[config.mk]
export PLATFORM = sky130hd
export DESIGN_NAME = msa_ctrl
export DESIGN_NICKNAME = d
export VERILOG_FILES = /design/src/rtl/core/msa_pkg.sv /design/src/rtl/core/msa_ctrl.sv
export SDC_FILE = /design/constraint.sdc
export NUM_CORES = 1
export LEC_CHECK = 0
export BUFFER_PORTS_ARGS = -buffer_cell sky130_fd_sc_hd__buf_2
export CORE_AREA = 5 5 42 44
export DETAILED_ROUTE_END_ITERATION = 6
export DIE_AREA = 0 0 47 49
export GPL_TIMING_DRIVEN = 0
export HOLD_SLACK_MARGIN = 0.15
export PLACE_DENSITY = 0.44
export REMOVE_ABC_BUFFERS = 1
export SYNTH_ARGS = -nofsm -noshare
export SYNTH_HDL_FRONTEND = slang
export SYNTH_SLANG_ARGS = --single-unit
[constraint.sdc]
create_clock -name clock -period 1.4 [get_ports clock]
set_input_delay 0.21 -clock clock [delete_from_list [all_inputs] [get_ports clock]]
set_output_delay 0.21 -clock clock [all_outputs]
set_load 0.01 [all_outputs]
[src/rtl/core/msa_pkg.sv]
// ----------------------------------------------------------------------------
// msa_pkg
// Shared types and constants for the min subarray sum block: payload structs,
// controller states and the command/status bundles between control and data.
// ----------------------------------------------------------------------------
package msa_pkg;

   localparam int MaxLen = 1024;
   localparam int AddrW  = $clog2(MaxLen);
   localparam int CntW   = AddrW + 1;
   localparam int ElemW  = 32;
   localparam int SumW   = 48;

   typedef struct packed {
      logic signed [ElemW-1:0] element;
      logic                    last;
   } req_type;

   typedef struct packed {
      logic        found;
      logic [10:0] min_length;
      logic [9:0]  start_index;
      logic [9:0]  end_index;
      logic        overflow;
   } rsp_type;

   typedef enum logic [1:0] {
      ST_IDLE,
      ST_CHECK,
      ST_SUB,
      ST_EMIT
   } state_type;

   // controller -> datapath
   typedef struct packed {
      logic push;     // store element, add to sum, advance right edge
      logic set_ovf;  // element dropped, store full
      logic record;   // window qualifies: keep it if shortest so far
      logic pop;      // subtract left element, advance left edge
      logic emit;     // load result register and clear per-array state
   } cmd_type;

   // datapath -> controller
   typedef struct packed {
      logic room;     // store has space for another element
      logic qualify;  // sum above threshold with a non-empty window
      logic rsp_free; // result register can take a new result
   } status_type;

endpackage

[src/rtl/core/msa_ctrl.sv]
// ----------------------------------------------------------------------------
// msa_ctrl
// Sequencer: takes one element, then alternates check and shrink steps until
// the window no longer qualifies, and hands off the result on the last one.
// ----------------------------------------------------------------------------
module msa_ctrl (
   input  logic                 clock,
   input  logic                 reset,
   input  logic                 req_valid,
   input  logic                 req_last,
   output logic                 req_stall,
   input  msa_pkg::status_type  status,
   output msa_pkg::cmd_type     cmd
);

   msa_pkg::state_type state_ff, state_in;
   logic               last_ff, last_in;

   always_ff @(posedge clock) begin
      if (reset) begin
         state_ff <= msa_pkg::ST_IDLE;
         last_ff  <= 1'b0;
      end else begin
         state_ff <= state_in;
         last_ff  <= last_in;
      end
   end

   // next state
   always_comb begin
      state_in = state_ff;
      last_in  = last_ff;
      unique case (state_ff)
         msa_pkg::ST_IDLE: begin
            if (req_valid) begin
               last_in = req_last;
               if (status.room) begin
                  state_in = msa_pkg::ST_CHECK;
               end else if (req_last) begin
                  state_in = msa_pkg::ST_EMIT;
               end
            end
         end
         msa_pkg::ST_CHECK: begin
            if (status.qualify) begin
               state_in = msa_pkg::ST_SUB;
            end else if (last_ff) begin
               state_in = msa_pkg::ST_EMIT;
            end else begin
               state_in = msa_pkg::ST_IDLE;
            end
         end
         msa_pkg::ST_SUB: begin
            state_in = msa_pkg::ST_CHECK;
         end
         msa_pkg::ST_EMIT: begin
            if (status.rsp_free) begin
               state_in = msa_pkg::ST_IDLE;
            end
         end
         default: begin
            state_in = msa_pkg::ST_IDLE;
         end
      endcase
   end

   // outputs
   always_comb begin
      cmd       = '0;
      req_stall = 1'b1;
      unique case (state_ff)
         msa_pkg::ST_IDLE: begin
            req_stall = 1'b0;
            if (req_valid) begin
               cmd.push    = status.room;
               cmd.set_ovf = !status.room;
            end
         end
         msa_pkg::ST_CHECK: begin
            cmd.record = status.qualify;
         end
         msa_pkg::ST_SUB: begin
            cmd.pop = 1'b1;
         end
         msa_pkg::ST_EMIT: begin
            cmd.emit = status.rsp_free;
         end
         default: begin
            cmd = '0;
         end
      endcase
   end

endmodule

==> flow_metrics.py <==
metrics = {
    "outcome": {
        "outcome": "finished clean",
    },
    "yosys": {
        "synth-seq-area-share": 0.293,
        "ys_async_sr_fraction": 0,
        "synthDistinctLibCells": 17,
        "yosysTopAreaCell": "dfxtp_1",
        "synthCells": 24,
        "syn_area_um2": 205,
        "synth_top_area_frac": 0.293,
        "synth_flop_cell": "dfxtp_1",
        "netlist_top_cells_area": "dfxtp_1 29%, nor3b_4 9.1%, buf_6 5.5%, nand2_1 5.5%, nor2_1 5.5%",
        "synth_warnings": 0,
        "ys_ff_latch": 3,
        "synthTopCellsByCount": "3 x dfxtp_1, 3 x nand2_1, 3 x nor2_1, 2 x a21oi_1",
        "synth-edff-count": 0,
        "syn_avg_cell_area_um2": 8.55,
    },
    "pwr": {
        "p_switching_w": 0.0000842,
        "irDropWorstVdd_v": 0.000362,
        "finalPower_w": 0.000322,
        "p_clk_frac": 0.468,
        "leakagePower_nw": 0.156,
        "power.density_nw_per_um2": 1040,
        "comb_power_share": 0.202,
        "p_int_w": 0.000238,
        "power.switching_fraction": 0.262,
        "seqPwrFrac": 0.330,
    },
    "clock_network": {
        "htreeDepth": 1,
        "cts.path.max_buffers": 2,
        "numCtsBuffers": 3,
        "path_clk_slew_ns": 0.04,
        "insertion_delay_ns": 0.23,
        "cts-hold-fix-buffers": 0,
        "cts_sinks": 3,
        "root_buffer": "clkbuf_4",
        "cts_tree": "done",
    },
    "detailed_routing": {
        "drc": 0,
        "wl_per_cell_um": 8.54,
        "drt-pass1-iter-count": 2,
        "routed_wl_um": 478,
        "postRouteAntennaNets": 0,
        "via_per_inst": 3.86,
        "vias": 216,
        "first_iter_violations": 1,
    },
    "die": {
        "core_area_um2": 1400,
        "rows": 14,
        "io_pins": 13,
        "dieArea_um2": 2300,
        "initial_utilization": 0.146,
        "die_width_um": 47,
        "chipHeight_um": 49,
    },
    "placement": {
        "portBuffers": 12,
        "dp_hpwl_um": 385,
        "gp_congestion": 0.605,
        "place_area_um2": 274,
    },
    "sta": {
        "worstMarginPinSlew_ns": 0.329,
        "grt_setup_unrepaired": "no",
        "drv_slew": 0,
        "setup_tns_ns": 0,
        "hold_viol_final": 0,
        "finalCriticalPeriod_ns": 1.31,
        "setup_viol": 0,
        "clock-skew-final_ns": 0.00361,
        "post-route-period-util": 0.935,
        "timing.fmax_mhz": 764,
        "relSlewSlack": 0.778,
    },
    "critical_path": {
        "start_kind": "register",
        "crit_fanout": 8,
        "cp_data_arrival_time_ns": 1.10,
        "cp-end-kind": "primary output",
        "cp.required_ns": 1.19,
        "worstSetupPathType": "reg2out",
    },
    "global_routing": {
        "antenna_found_initial": 0,
        "grt_pass1_vias": 207,
        "grt.total_usage": 0.0528,
        "grt_pass1_wl_um": 807,
        "grt_max_degree": 10,
        "gr-total-overflow": 0,
    },
    "final_layout": {
        "diodes": 0,
        "nFillCells": 171,
        "fin_nets": 48,
        "fin_area_um2": 310,
        "drive_gt1_frac": 0.525,
        "area_growth_pct": 51.2,
    },
    "hold_path": {
        "hold_class": "in2reg",
    },
    "job": {
        "drv_cap": 0,
    },
}
flip-flops by register name, summed over array words and instances (netlist names):
register	cells
state_ff	2
last_ff	1
cell families after synthesis:
group	after synthesis	share of synthesized area
mux	1	0.0488
buf+inv	2	0.0731
flops	3	0.293
compound gates	5	0.159
simple gates	13	0.427
worst paths after layout:
kind / end / depth (start not counted) / start / slack [ns]
worst min-delay path: state_ff[0] / 2 / reset / 0.17
worst max register to register: last_ff / 4 / state_ff[0] / 0.37
worst min register to register: last_ff / 2 / last_ff / 0.52
worst max-delay path: cmd[3] / 3 / state_ff[0] / 0.09
power by group through the flow:
stage	clock network, W	registers [W]	logic, W
after floorplan	0	0.000104	0.0000365
final	0.000151	0.000106	0.0000651
after global routing	0.000166	0.000109	0.0000726
after CTS	0.000160	0.000105	0.0000666
after detailed placement	0	0.000107	0.0000622
after global placement	0	0.000107	0.0000623
worst max-delay path, cell delays in order, from the launching register on:
cell and delay, ns:
dfxtp_2 0.35, nor3b_4 0.21, and2b_1 0.17, buf_2 0.13
through the flow:
stage / hold WS (ns) / worst slack (ns) / instances / util
after global placement: 0.420 / 0.202 / 51 / 0.196
after CTS: 0.171 / 0.0161 / 56 / 0.220
after floorplan: 0.279 / 0.380 / 23 / -
final: 0.172 / 0.0904 / 56 / 0.221
after detailed placement: 0.422 / 0.213 / 51 / 0.196
after global routing: 0.173 / 0.00498 / 56 / 0.221
repair_timing:
action	CTS	global route
gates cloned	0	0
setup endpoints to repair	1	2
resized for setup	0	2
buffers inserted	1	0
pin swaps	1	0
area by class of cell:
type	count	area, um2	area share
Timing Repair Buffer	13	67.6	0.218
Tap cell	16	20.0	0.0645
Clock buffer	4	26.3	0.0847
Multi-Input combinational cell	19	130	0.419
Sequential cell	3	62.6	0.202
Inverter	1	3.75	0.0121
cell usage in the layout (no fill, tap or decap), types with 2 or more instances in the layout:
master and instances:
nor2_1 3, nand2_1 3, clkbuf_4 3, buf_2 12
dfxtp_2 2, a21oi_1 2
layer usage:
metal / vias up / share of wire / global-route usage
met5: - / 0 / 0
met4: 0 / 0 / 0.0415
met3: 0 / 0.15 / 0.0443
met2: 10 / 0.39 / 0.0566
met1: 91 / 0.46 / 0.0637
li1: 115 / - / -
Power figures use the tool's default switching activity.
